[config.mk]
export PLATFORM = sky130hd
export DESIGN_NAME = rcg_sqrt_cell
export DESIGN_NICKNAME = d
export VERILOG_FILES = /design/src/sv/rcg_pkg.sv /design/src/sv/rcg_sqrt_cell.sv
export SDC_FILE = /design/constraint.sdc
export NUM_CORES = 1
export LEC_CHECK = 0
export ABC_AREA = 1
export BUFFER_PORTS_ARGS = -buffer_cell sky130_fd_sc_hd__buf_2
export CAP_MARGIN = 20
export CORE_MARGIN = 2
export CORE_UTILIZATION = 45
export CTS_CLUSTER_DIAMETER = 150
export DETAILED_ROUTE_END_ITERATION = 8
export PLACE_DENSITY = 0.82
export SLEW_MARGIN = 0
export SYNTH_ARGS = -nofsm -noshare
export SYNTH_HDL_FRONTEND = slang
export SYNTH_SLANG_ARGS = --single-unit
[constraint.sdc]
create_clock -name clk -period 8.2 [get_ports clk]
set_clock_uncertainty 0.15 [all_clocks]
set_input_delay 0.41 -clock clk [delete_from_list [all_inputs] [get_ports clk]]
set_output_delay 0.41 -clock clk [all_outputs]
set_load 0.03 [all_outputs]
[src/sv/rcg_pkg.sv]
// ----------------------------------------------------------------------------
// rcg_pkg: shared types and constants for the roberts cross gradient block
// pixel and gradient beat formats, config register codes, square root sizing
// ----------------------------------------------------------------------------
package rcg_pkg;

    // line buffer depth and addressing
    localparam int MAX_WIDTH = 2048;
    localparam int ADDR_W    = $clog2(MAX_WIDTH);
    localparam int CNT_W     = ADDR_W + 1;

    // pixel layout
    localparam int CH_N  = 3;
    localparam int CH_W  = 8;
    localparam int PIX_W = CH_N * CH_W;

    // config port
    localparam int LW_W      = 12;
    localparam int CFG_IDX_W = 1;
    localparam int CFG_W     = LW_W;
    localparam int CMP_W     = (LW_W > CNT_W) ? LW_W : CNT_W;

    // square root sizing: sum of two squared 8-bit differences
    localparam int SUM_W  = 2 * CH_W + 1;
    localparam int ROOT_W = (SUM_W + 1) / 2;
    localparam int RAD_W  = 2 * ROOT_W;
    localparam int REM_W  = ROOT_W + 1;
    localparam int GRAD_W = 8;

    typedef enum logic [CFG_IDX_W-1:0] {
        CFG_COLOR_MODE = 1'b0,
        CFG_LINE_WIDTH = 1'b1
    } cfg_idx_t;

    typedef struct packed {
        logic            frame_start;
        logic [CH_W-1:0] chan0;
        logic [CH_W-1:0] chan1;
        logic [CH_W-1:0] chan2;
    } pix_beat_t;

    typedef struct packed {
        logic [GRAD_W-1:0] grad0;
        logic [GRAD_W-1:0] grad1;
        logic [GRAD_W-1:0] grad2;
    } grad_beat_t;

    // one channel of the digit-by-digit square root
    typedef struct packed {
        logic [RAD_W-1:0]  rad;
        logic [REM_W-1:0]  rem;
        logic [ROOT_W-1:0] root;
    } sq_lane_t;

    typedef struct packed {
        logic                   color;
        sq_lane_t [CH_N-1:0]    lane;
    } sq_beat_t;

    localparam int SQ_BEAT_W = $bits(sq_beat_t);

    function automatic logic [CH_W-1:0] abs_diff(input logic [CH_W-1:0] a,
                                                  input logic [CH_W-1:0] b);
        logic [CH_W-1:0] r;
        if (a >= b)
            r = a - b;
        else
            r = b - a;
        return r;
    endfunction

endpackage

[src/sv/rcg_sqrt_cell.sv]
// ----------------------------------------------------------------------------
// rcg_sqrt_cell: one root digit of the restoring square root
// takes two radicand bits per lane, keeps one beat, passes it on
// ----------------------------------------------------------------------------
module rcg_sqrt_cell (
    input  logic              clk,
    input  logic              rst_n,
    input  logic              in_valid,
    output logic              in_ready,
    input  rcg_pkg::sq_beat_t in_beat,
    output logic              out_valid,
    input  logic              out_ready,
    output rcg_pkg::sq_beat_t out_beat
);

    import rcg_pkg::*;

    logic     valid_reg;
    sq_beat_t beat_reg;
    sq_beat_t beat_next;

    always_comb
    begin
        logic [REM_W+1:0] acc;
        logic [REM_W+1:0] trial;
        beat_next       = in_beat;
        for (int k = 0; k < CH_N; k++)
        begin
            acc   = {in_beat.lane[k].rem, in_beat.lane[k].rad[RAD_W-1 -: 2]};
            trial = (REM_W+2)'({in_beat.lane[k].root, 2'b01});
            beat_next.lane[k].rad = {in_beat.lane[k].rad[RAD_W-3:0], 2'b00};
            if (acc >= trial)
            begin
                beat_next.lane[k].rem  = REM_W'(acc - trial);
                beat_next.lane[k].root = {in_beat.lane[k].root[ROOT_W-2:0], 1'b1};
            end
            else
            begin
                beat_next.lane[k].rem  = REM_W'(acc);
                beat_next.lane[k].root = {in_beat.lane[k].root[ROOT_W-2:0], 1'b0};
            end
        end
    end

    assign in_ready  = !valid_reg || out_ready;
    assign out_valid = valid_reg;
    assign out_beat  = beat_reg;

    always_ff @(posedge clk or negedge rst_n)
    begin
        if (!rst_n)
        begin
            valid_reg <= 1'b0;
        end
        else if (in_ready)
        begin
            valid_reg <= in_valid;
        end
    end

    always_ff @(posedge clk)
    begin
        if (in_valid && in_ready)
        begin
            beat_reg <= beat_next;
        end
    end

endmodule

==> metrics.md <==
| Metric | Value |
|---|---|
| Status | `completed` |
| Die X | `117 um` |
| Critical path required time | `around 8 ns` |
| Post-DP HPWL | `9.67 mm` |
| Syn Std Cell Area | `around 5700 sq um` |
| Comb pwr share | `0.230` |
| Drt pass-1 iters | `4` |
| RD Place Congestion | `roughly 0.87` |
| Die height | `approximately 120 um` |
| Unrepaired setup endpoints after global routing | `false` |
| Critical path's slowest cell | `buf_4` |
| Pwr Density | `192 nW/um^2` |
| CTS tree | `done` |
| Critical Path AT | `between 2 and 2.5 ns` |
| Crit path largest cell delay | `approximately 0.7 ns` |
| Highest-count cells in the layout ignoring fill and taps | `buf_2, nand2_1, edfxtp_1, inv_1, ha_1` |
| Final min period | `between 2 and 2.5 ns` |
| Hold Path Origin | `in_beat[69]` |
| Reg2reg path depth | `3` |
| Seq cells post-synth | `roughly 110` |
| RR Startpoint | `out_valid` |
| Sequential-to-total area share from yosys stat | `0.563` |
| Layout cell share with drive strength beyond 1 | `0.379` |
| Num ports | `between 200 and 250` |
| DR vias/cell | `about 4.7` |
| Register area | `3210 sq um` |
| First-pass GRT wire length | `18.6 mm` |
| R2r setup slk | `about 6.0 ns` |
| Avg WL per Cell | `13.0 um` |
| Power Total | `1.40 mW` |
| Switching Share | `0.306` |
| Synth unique cells | `31` |
| Multi-input logic area | `2080 sq um` |
| Fmax | `about 450 MHz` |
| RR Endpoint | `out_beat[49]` |
| Hold Path Class | `in2reg` |
| H-tree levels | `3` |
| Area growth from synthesis to layout | `27.8%` |
| CTS Buf Count | `9` |
| Vias | `between 4,000 and 5,000` |
| Hold path endpoint | `out_beat[71]` |
| Slew Viols, Final | `0` |
| CP startpoint kind | `flip-flop` |
| Final setup violation count | `0` |
| Fillers | `~1,100` |
| Part of the power in registers | `0.470` |
| FP Rows | `41` |
| Clock Power Share | `0.300` |
| Largest net degree at the start of global routing | `68` |
| Max cap viols | `0` |
| Clk buf depth | `2` |
| Nets | `914` |
| Worst-Skew Late Latency | `0.34 ns` |
| Clk sink count | `107` |
| Post-CTS Setup Repair Bufs | `0` |
| Post-DRT Antenna Nets | `0` |
| Classification of the worst setup path | `reg2reg` |
| Placeable Area | `roughly 12,000 sq um` |
| Final Hold Viols | `0` |
| Initial Util | `0.457` |
| Crit path capture type | `flip-flop` |
| Int Pwr | `approximately 1000 uW` |
| Worst rel slew slack | `0.434` |
| Peak VDD IR | `around 0.09 mV` |
| NetSw | `roughly 430 uW` |
| Cells on Worst Hold Path | `1` |
| Synthesized instance count | `around 530` |
| Final wirelength | `12.3 mm` |
| Post-CTS sizing | `0` |
| Final setup TNS | `0 ns` |
| Final core occ | `0.584` |
| Worst-path cell chain | `a21oi_4 -> buf_12 -> buf_4` |
| Crit-path leading delay family | `buffers and inverters` |
| Tcrit/Tclk final | `0.273` |
| Total global routing overflow | `0` |
| Antenna violations before repair | `2` |
| Vias in the first global route | `approximately 4,000` |
| Clk slew on worst S/H paths | `around 0.07 ns` |
| CTS root buf | `clkbuf_16` |
| Leak | `roughly 3.6 nW` |
| Starting DRT DRC Count | `250` |
| WP buf/inv | `2` |
| DRC Markers | `0` |
| Commonest non-fill, non-tap cell in the layout | `buf_2` |
| All-Layer GR Usage | `0.179` |
| Overall die area | `around 14,000 sq um` |
| Ys Warns | `0` |
| Worst Tran Pin Value | `0.849 ns` |
| Number of port buffers | `~220` |
| Syn_area_per_cell | `10.7 sq um` |
| Crit Path Max Fanout | `67` |
==> Yosys cell counts, drive strengths merged <==
library cell	number	area, sq um
and3	2	12.5
or2	1	6.26
edfxtp	106	3180
nand3	28	233
xor2	6	52.6
clkbuf	2	7.51
buf	9	105
nand2	154	613
dfrtp	1	25.0
nand3b	12	103
inv	88	330
xnor2	3	26.3
a21oi	14	81.3
ha	33	413
conb	1	3.75
nand4	26	208
nor2	27	140
o21ai	18	135
and2	3	18.8
==> worst max path at each step <==
| stage | start | end | depth (start not counted) |
|---|---|---|---|
| 2_1_floorplan | out_valid | out_beat[0] | 1 |
| 3_3_place_gp | out_ready | out_beat[44] | 4 |
| 3_5_place_dp | out_ready | out_beat[44] | 4 |
| 4_1_cts | out_valid | out_beat[44] | 2 |
| 5_1_grt | out_valid | out_beat[49] | 3 |
| 6_report | out_valid | out_beat[49] | 3 |
==> cell type report <==
type	instances	area share
antenna	1	0.000344
clock buffer	10	0.0314
clock inverter	6	0.00911
multi-input combinational	333	0.285
sequential	107	0.441
tap	172	0.0296
inverter	88	0.0454
timing repair buffer	226	0.158
==> flip-flops by register name (all words and copies together) (netlist names) <==
signal,count
out_beat,106
out_valid,1
==> cell families after synthesis <==
kind of cell | after synthesis | synth area share
AOI/OAI and AO/OA | 32 | 0.0380
xor gates and xnor gates | 9 | 0.0138
adders and majority gates | 33 | 0.0725
buffers and inverters | 99 | 0.0778
DFF | 107 | 0.563
other | 1 | 0.000658
and+or+nand+nor | 253 | 0.234
==> stage by stage <==
step	instances	area [sq um]	setup WS (ns)	hold WS [ns]
floorplan	539	5720	1.76	-0.0356
global placement	924	6950	5.35	0.0356
detailed placement	924	6950	5.31	0.0351
CTS	941	7260	5.45	0.0665
global route	942	7280	5.81	0.0625
finish	943	7280	5.96	0.0841
==> worst register-to-register path, stage by stage, from the launching register on <==
cell and delay [ns]:
dfrtp_1 0.42, a21oi_4 0.31, buf_12 0.24, buf_4 0.70
==> what timing repair did <==
action                                 CTS  global route
endpoints found under the hold margin    1             0
setup endpoints to repair                0             0
hold buffers                             1             0
==> routing by layer <==
| metal | track usage | part of all wire | vias to the layer above |
|---|---|---|---|
| met3 | 0.0446 | 0.079 | 17 |
| li1 | - | - | 2242 |
| met2 | 0.304 | 0.49 | 158 |
| met4 | 0.0683 | 0.018 | 2 |
| met5 | 0 | 0.0011 | - |
| met1 | 0.222 | 0.41 | 1978 |
==> power groups by stage <==
| stage | Combinational, mW | Clock [mW] | Sequential (mW) |
|---|---|---|---|
| 6_report | 0.322 | 0.421 | 0.658 |
| 3_3_place_gp | 0.316 | 0 | 0.670 |
| 3_5_place_dp | 0.322 | 0 | 0.671 |
| 4_1_cts | 0.323 | 0.437 | 0.659 |
| 2_1_floorplan | 0.160 | 0 | 0.751 |
| 5_1_grt | 0.356 | 0.458 | 0.662 |
(Power assumes the default switching activity.)
