`config.mk`:
```
export PLATFORM = sky130hd
export DESIGN_NAME = rcg_ram
export DESIGN_NICKNAME = d
export VERILOG_FILES = /design/src/sv/rcg_ram.sv
export SDC_FILE = /design/constraint.sdc
export NUM_CORES = 1
export LEC_CHECK = 0
export BUFFER_PORTS_ARGS = -buffer_cell sky130_fd_sc_hd__buf_4
export CORE_ASPECT_RATIO = 1.2
export CORE_MARGIN = 8
export CORE_UTILIZATION = 30
export DETAILED_ROUTE_END_ITERATION = 6
export SLEW_MARGIN = 15
export SYNTH_ARGS = -nofsm -noshare
export SYNTH_HDL_FRONTEND = slang
export SYNTH_SLANG_ARGS = --single-unit
```
`constraint.sdc`:
```
create_clock -name clk -period 2.2 [get_ports clk]
set_input_delay 0.22 -clock clk [delete_from_list [all_inputs] [get_ports clk]]
set_output_delay 0.22 -clock clk [all_outputs]
set_load 0.03 [all_outputs]
```
`src/sv/rcg_ram.sv`:
```
// ----------------------------------------------------------------------------
// rcg_ram: generic single write port, single read port ram
// read data registered, read before write on a shared address
// ----------------------------------------------------------------------------
module rcg_ram #(
    parameter int WIDTH = 8,
    parameter int DEPTH = 16
) (
    input  logic                     clk,
    input  logic                     we,
    input  logic [$clog2(DEPTH)-1:0] waddr,
    input  logic [WIDTH-1:0]         wdata,
    input  logic                     re,
    input  logic [$clog2(DEPTH)-1:0] raddr,
    output logic [WIDTH-1:0]         rdata
);

    logic [WIDTH-1:0] mem [DEPTH];

    always_ff @(posedge clk)
    begin
        if (we)
        begin
            mem[waddr] <= wdata;
        end
        if (re)
        begin
            rdata <= mem[raddr];
        end
    end

endmodule

```
==> metrics, run 1 <==
Synth Area in Simple Gates approximately 3.1%; VDD IR max 0.0006176 V; Compound-Gate Fraction of Synth Area ~2.3%; syn nets 248; # Max-Cap Violations 0; CP peak stage delay between 500 and 600 ps; Starting Density 30.20%; Core Region between 15000 and 20000 um^2; reg2reg start mem[1][0]$_DFFE_PP_; Top-Level Pins 27; die area 21920 um^2; number of global-route vias before repair about 2700; routed vias 2481; hold_sp re; RSZ-0062 raised after global routing false; # rows 53; worst path cell trace mux4_1 -> a22oi_1 -> nand2_1; Crit Path Max Fanout 1; Max clock buf depth 2; cell depth of the worst hold path 1; largest family of logic cells by synthesized area multiplexers; largest net degree at the start of global routing 33; Root Buffer Master clkbuf_16; final worst-path cycle share between 60% and 70%; total CTS buffers 17; DR pass1 iterations 4; share of cells above drive strength 1 about a third; WP buf/inv 0; Cell Area, Synth 5228 um^2; DRT iter0 DRCs 178; Leakage 2.122 nW; Tmin final 1530 ps; Max Clk Rate 653.4 MHz; worst min-delay path category in -> reg; setup bufs post-CTS 0; CTS tree done; Crit path max-delay family multiplexers; required time of the critical path 2350 ps; antenna violations before repair 0; Seq/Total Area, Yosys 78.12%; H-tree depth 4; Ant. Diodes 0; Clk Latency, worst-skew pair 410 ps; R2R Path End rdata[0]$_DFFE_PP_; proportion of synthesized area in mux cells between 10% and 20%; critical path endpoint category flip-flop; syn avg cell area 22.83 um^2; Total GRT Usage just over 10%; hold_buf cts 0; Worst-Margin Slew 712.7 ps; HPWL after DPL roughly 7100 um; Area growth syn-to-layout 21.95%; Synth Area in XOR/XNOR 0%; IO Port Bufs 26; grt ovf 0; data arrival time of the worst path 1680 ps; Mapped Cells approximately 230; Power, Total 0.006088 W; WL/cell 20.73 um; # DRC 0; hold path endpoint rdata[1]$_DFFE_PP_; Yosys Warn Count 0; Min Hold Slack 106.7 ps; max_slew headroom 52.39%; Layout Nets 303; adder-cell area share of the yosys netlist 0%; slowest stage cell, crit path mux4_1; Final ANT Viol Nets 0; Slew Limit Fails 0; Clock transition at path regs 60 ps; CTS sink count 136; pwr dens 955.0 nW/um^2; status complete, no violations; first-pass GRT wire length 16430 um; Worst R2R Path Depth 3; routability cong. 0.7507; die height between 150 and 200 um; Post-CTS Resized 0; FF+latch count, synth 136; setup TNS 0 ps; R2R setup slack between 600 and 700 ps; Vias/cell ~4.8; Setup CP Type reg -> reg; final core area utilization 36.83%; Die Width 136.5 um; DRT Wirelength 10700 um; library cells used by synthesis 18; Final Setup Violations 0; Hold Vio Cnt, Final 0; Worst setup SP type flip-flop; Clock Skew 5.673 ps
-- routing by layer --
layer | part of all wire (%) | global-route usage (%) | vias to the layer above
met5 | 0 | 0 | -
met4 | 1.8 | 4.252 | 0
met3 | 4.5 | 3.094 | 17
met2 | 49 | 16.21 | 84
met1 | 45 | 13.18 | 1289
li1 | - | - | 1091
-- worst max-delay path by stage --
stage                                    from                  end  slack (ps)  depth (start not counted)
after floorplan                      waddr[2]  mem[0][0]$_DFFE_PP_         490                          2
after global placement               raddr[0]   rdata[3]$_DFFE_PP_         280                          4
after detailed placement             raddr[0]   rdata[3]$_DFFE_PP_         270                          5
after CTS                 mem[1][0]$_DFFE_PP_   rdata[0]$_DFFE_PP_         650                          3
after global routing      mem[1][0]$_DFFE_PP_   rdata[0]$_DFFE_PP_         630                          3
final                     mem[1][0]$_DFFE_PP_   rdata[0]$_DFFE_PP_         670                          3
-- layout by cell type (no fill, tap or decap) --
cell        Yosys  final
edfxtp_1      136    136
clkbuf_16       0     17
nor2b_1         1      1
nand3_1         1      1
mux4_2         18     18
mux4_1         14     14
buf_4           1     45
bufinv_16       0      3
nand2_1         9      9
a22oi_1        16     16
nand3b_1        2      2
nor2_1         13     13
nor3_1          4      4
inv_8           0      1
and2_1          1      1
buf_12          0      1
or3b_2          1      1
nand2b_1        2      2
inv_6           0      2
clkinv_4        0      1
and2b_1         1      1
clkinvlp_4      0      5
clkinv_2        0      2
-- kinds of logic (layout without fill, tap and decap cells) --
kind of cell	count (synthesis)	in the layout
compound gates	16	16
buf+inv	10	77
flops	136	136
mux	32	32
simple gates	35	35
-- synth_stat cells (all sizes together) --
master,instances,area share [%]
nor2,13,0.93
and2,1,0.12
clkdlybuf4s25,3,0.57
edfxtp,136,78
nand3,1,0.096
nand3b,2,0.29
nor3,4,0.38
nand2b,2,0.24
buf,7,1.1
and2b,1,0.14
a22oi,16,2.3
or3b,1,0.17
nor2b,1,0.12
mux4,32,15
nand2,9,0.65
-- area by class of cell --
cell class                 count  area, um^2
multi-input combinational     83        1057
tap                          220       275.3
timing repair buffer          46       357.8
clock inverter                14       175.2
fill                        1552       10930
clock buffer                  17       425.4
sequential                   136        4084
-- power by group --
| group | total (W) | internal [W] | switching [W] |
|---|---|---|---|
| registers | 0.00294 | 0.00292 | 0.0000168 |
| logic | 0.000307 | 0.000129 | 0.000178 |
| clock network | 0.00284 | 0.00178 | 0.00106 |
| total | 0.00609 | 0.00483 | 0.00126 |
-- flip-flops by register name, indices dropped and copies added (netlist names) --
register	cells
mem	128
rdata	8
-- metrics by stage --
step | worst slack, ps | instance area [um^2] | std cells
global placement | 283.5 | 5774 | 485
CTS | 654.6 | 6375 | 516
floorplan | 487.1 | 5228 | 229
detailed placement | 269.6 | 5774 | 485
global route | 629.0 | 6375 | 516
finish | 669.6 | 6375 | 516
Note: power is estimated with default switching activity, not from simulation.
==> run 2, diff against run 1 <==
--- a/config.mk
+++ b/config.mk
@@ -5,6 +5,7 @@
 export SDC_FILE = /design/constraint.sdc
 export NUM_CORES = 1
 export LEC_CHECK = 0
+export ABC_AREA = 1
 export BUFFER_PORTS_ARGS = -buffer_cell sky130_fd_sc_hd__buf_4
 export CORE_ASPECT_RATIO = 1.2
 export CORE_MARGIN = 8
==> constraint.sdc (replaced) <==
create_clock -name clk -period 1.4 [get_ports clk]
set_input_delay 0.14 -clock clk [delete_from_list [all_inputs] [get_ports clk]]
set_output_delay 0.14 -clock clk [all_outputs]
set_load 0.03 [all_outputs]
==> metrics, run 2 <==
Worst R2R Path Depth 6; # rows 56; synth cell count leaders 173 x nand2_1, 136 x edfxtp_1, 100 x inv_1; commonest cells after routing, fill and taps aside 173 x nand2_1, 136 x edfxtp_1, 100 x inv_1; Post-synth top flop edfxtp_1; count leader, synth nand2_1; VDD IR max 0.0006787 V; final worst-path cycle share 83.10%; Largest register FFs 128; DR pass1 iterations 4; routability cong. 0.7650; required time of the critical path between 1000 and 1500 ps; reg2reg start mem[5][6]$_DFFE_PP_; grt ovf 0; Top-Level Pins 27; data arrival time of the worst path 1020 ps; WP buf/inv 1; CTS tree done; Placed Cells ~840; Worst-Margin Slew 620.8 ps; Final Setup Violations 0; routed vias 3795; Ant. Diodes 0; max_slew headroom about three fifths; largest register by flop count mem; Clock Skew 7.364 ps; R2R setup slack 260 ps; Area contributors post-synth edfxtp_1 70%, nand2_1 11%, nand3_1 8.3%, inv_1 6.4%, buf_6 1.2%; post-layout instance area 7002 um^2; Max clock buf depth 2; Clk Latency, worst-skew pair 410 ps; Seq/Total Area, Yosys 69.85%; Final ANT Viol Nets 0; total CTS buffers 17; Post-CTS Resized 0; hold_buf cts 0; RSZ-0062 raised after global routing false; critical path endpoint category output port; hold path endpoint rdata[7]$_DFFE_PP_; Die Width 143.4 um; Vias/cell 4.362; IO Port Bufs 26; die height 168.9 um; Clock transition at path regs 50 ps; library cells used by synthesis 11; Setup CP Type reg -> out; area post-placement 6432 um^2; worst path cell trace buf_4; FF+latch count, synth 136; Tmin final 1163 ps; most common cell after layout, fill and taps aside nand2_1; antenna violations before repair 0; Starting Density 30.23%; R2R Path End rdata[6]$_DFFE_PP_; Root Buffer Master clkbuf_16; syn avg cell area 10.61 um^2; # Max-Cap Violations 0; Crit path max-delay family flip-flops; largest net degree at the start of global routing 41; Core Region a little under 20000 um^2; Leakage 2.973 nW; H-tree depth 4; number of global-route vias before repair about 3700; slowest stage cell, crit path edfxtp_1; Min Hold Slack 67.20 ps; share of cells above drive strength 1 between 10% and 20%; Non-Filler Instances 870; HPWL after DPL 8719 um; cell depth of the worst hold path 1; setup bufs post-CTS 0; Worst setup SP type flip-flop; DRT Wirelength 13820 um; Crit Path Max Fanout 1; Yosys top cell area share between 60 and 70%; CTS sink count 136; Slew Limit Fails 0; CP peak stage delay 420 ps; Mapped Cells approximately 550; status complete, no violations; die area 24230 um^2; FFs w/ async S/R, synth 0%; Total GRT Usage 11.98%; top flop regs mem x128, rdata x8; Area growth syn-to-layout 19.75%; pwr dens 1363 nW/um^2; EDFF count, synth 136; # DRC 0; Hold Vio Cnt, Final 0; Power, Total 0.009545 W; Synth area leader edfxtp_1; first-pass GRT wire length 21440 um; WL/cell 15.89 um; Max Clk Rate 859.6 MHz; worst min-delay path category in -> reg; Layout Nets 615; Yosys Warn Count 0; Cell Area, Synth slightly below 6000 um^2; DRT iter0 DRCs around 330; hold_sp re; syn nets 570
[run 2: worst max-delay path by stage]
stage	startpoint	end	slack, ps	depth (start not counted)
3_5_place_dp	raddr[1]	rdata[0]$_DFFE_PP_	-10	6
3_3_place_gp	raddr[1]	rdata[0]$_DFFE_PP_	-7	6
2_1_floorplan	waddr[2]	mem[10][0]$_DFFE_PP_	310	2
5_1_grt	mem[3][7]$_DFFE_PP_	rdata[7]$_DFFE_PP_	120	6
6_report	rdata[0]$_DFFE_PP_	rdata[0]	240	1
4_1_cts	rdata[4]$_DFFE_PP_	rdata[4]	210	1
[run 2: layout make-up]
cell class / count / area, um^2
fillers: 1955 / 12340
flip-flops and latches: 136 / 4084
multi-input cells: 289 / 1214
clock buffers: 20 / 436.7
repair buffers: 50 / 425.4
inverters: 102 / 382.9
well taps: 261 / 326.6
clock inverters: 12 / 132.6
[run 2: per-stage QoR]
stage	util, %	worst slack, ps	setup TNS [ps]
after floorplan	-	309.2	0
after global placement	33.26	-6.761	-6.761
after detailed placement	33.26	-13.76	-13.76
after CTS	36.21	206.6	0
after global routing	36.21	123.0	0
final	36.21	236.6	0
[run 2: metal layers]
layer  GRT usage [%]  part of all wire [%]  vias to the layer above
met5               0                     0                        -
met3           2.311                   4.4                       21
met1           15.21                    45                     1792
li1                -                     -                     1869
met4           5.497                   2.6                        0
met2           19.31                    48                      113
[run 2: power breakdown]
| group | switching (W) | internal [W] |
|---|---|---|
| Combinational | 0.000434 | 0.000202 |
| Sequential | 0.0000285 | 0.00459 |
| Clock | 0.00153 | 0.00276 |
[run 2: kinds of logic after synthesis]
kind of cell  after synthesis  synth area share [%]
simple gates              289                 20.76
flops                     136                 69.85
buf+inv                   126                 9.394
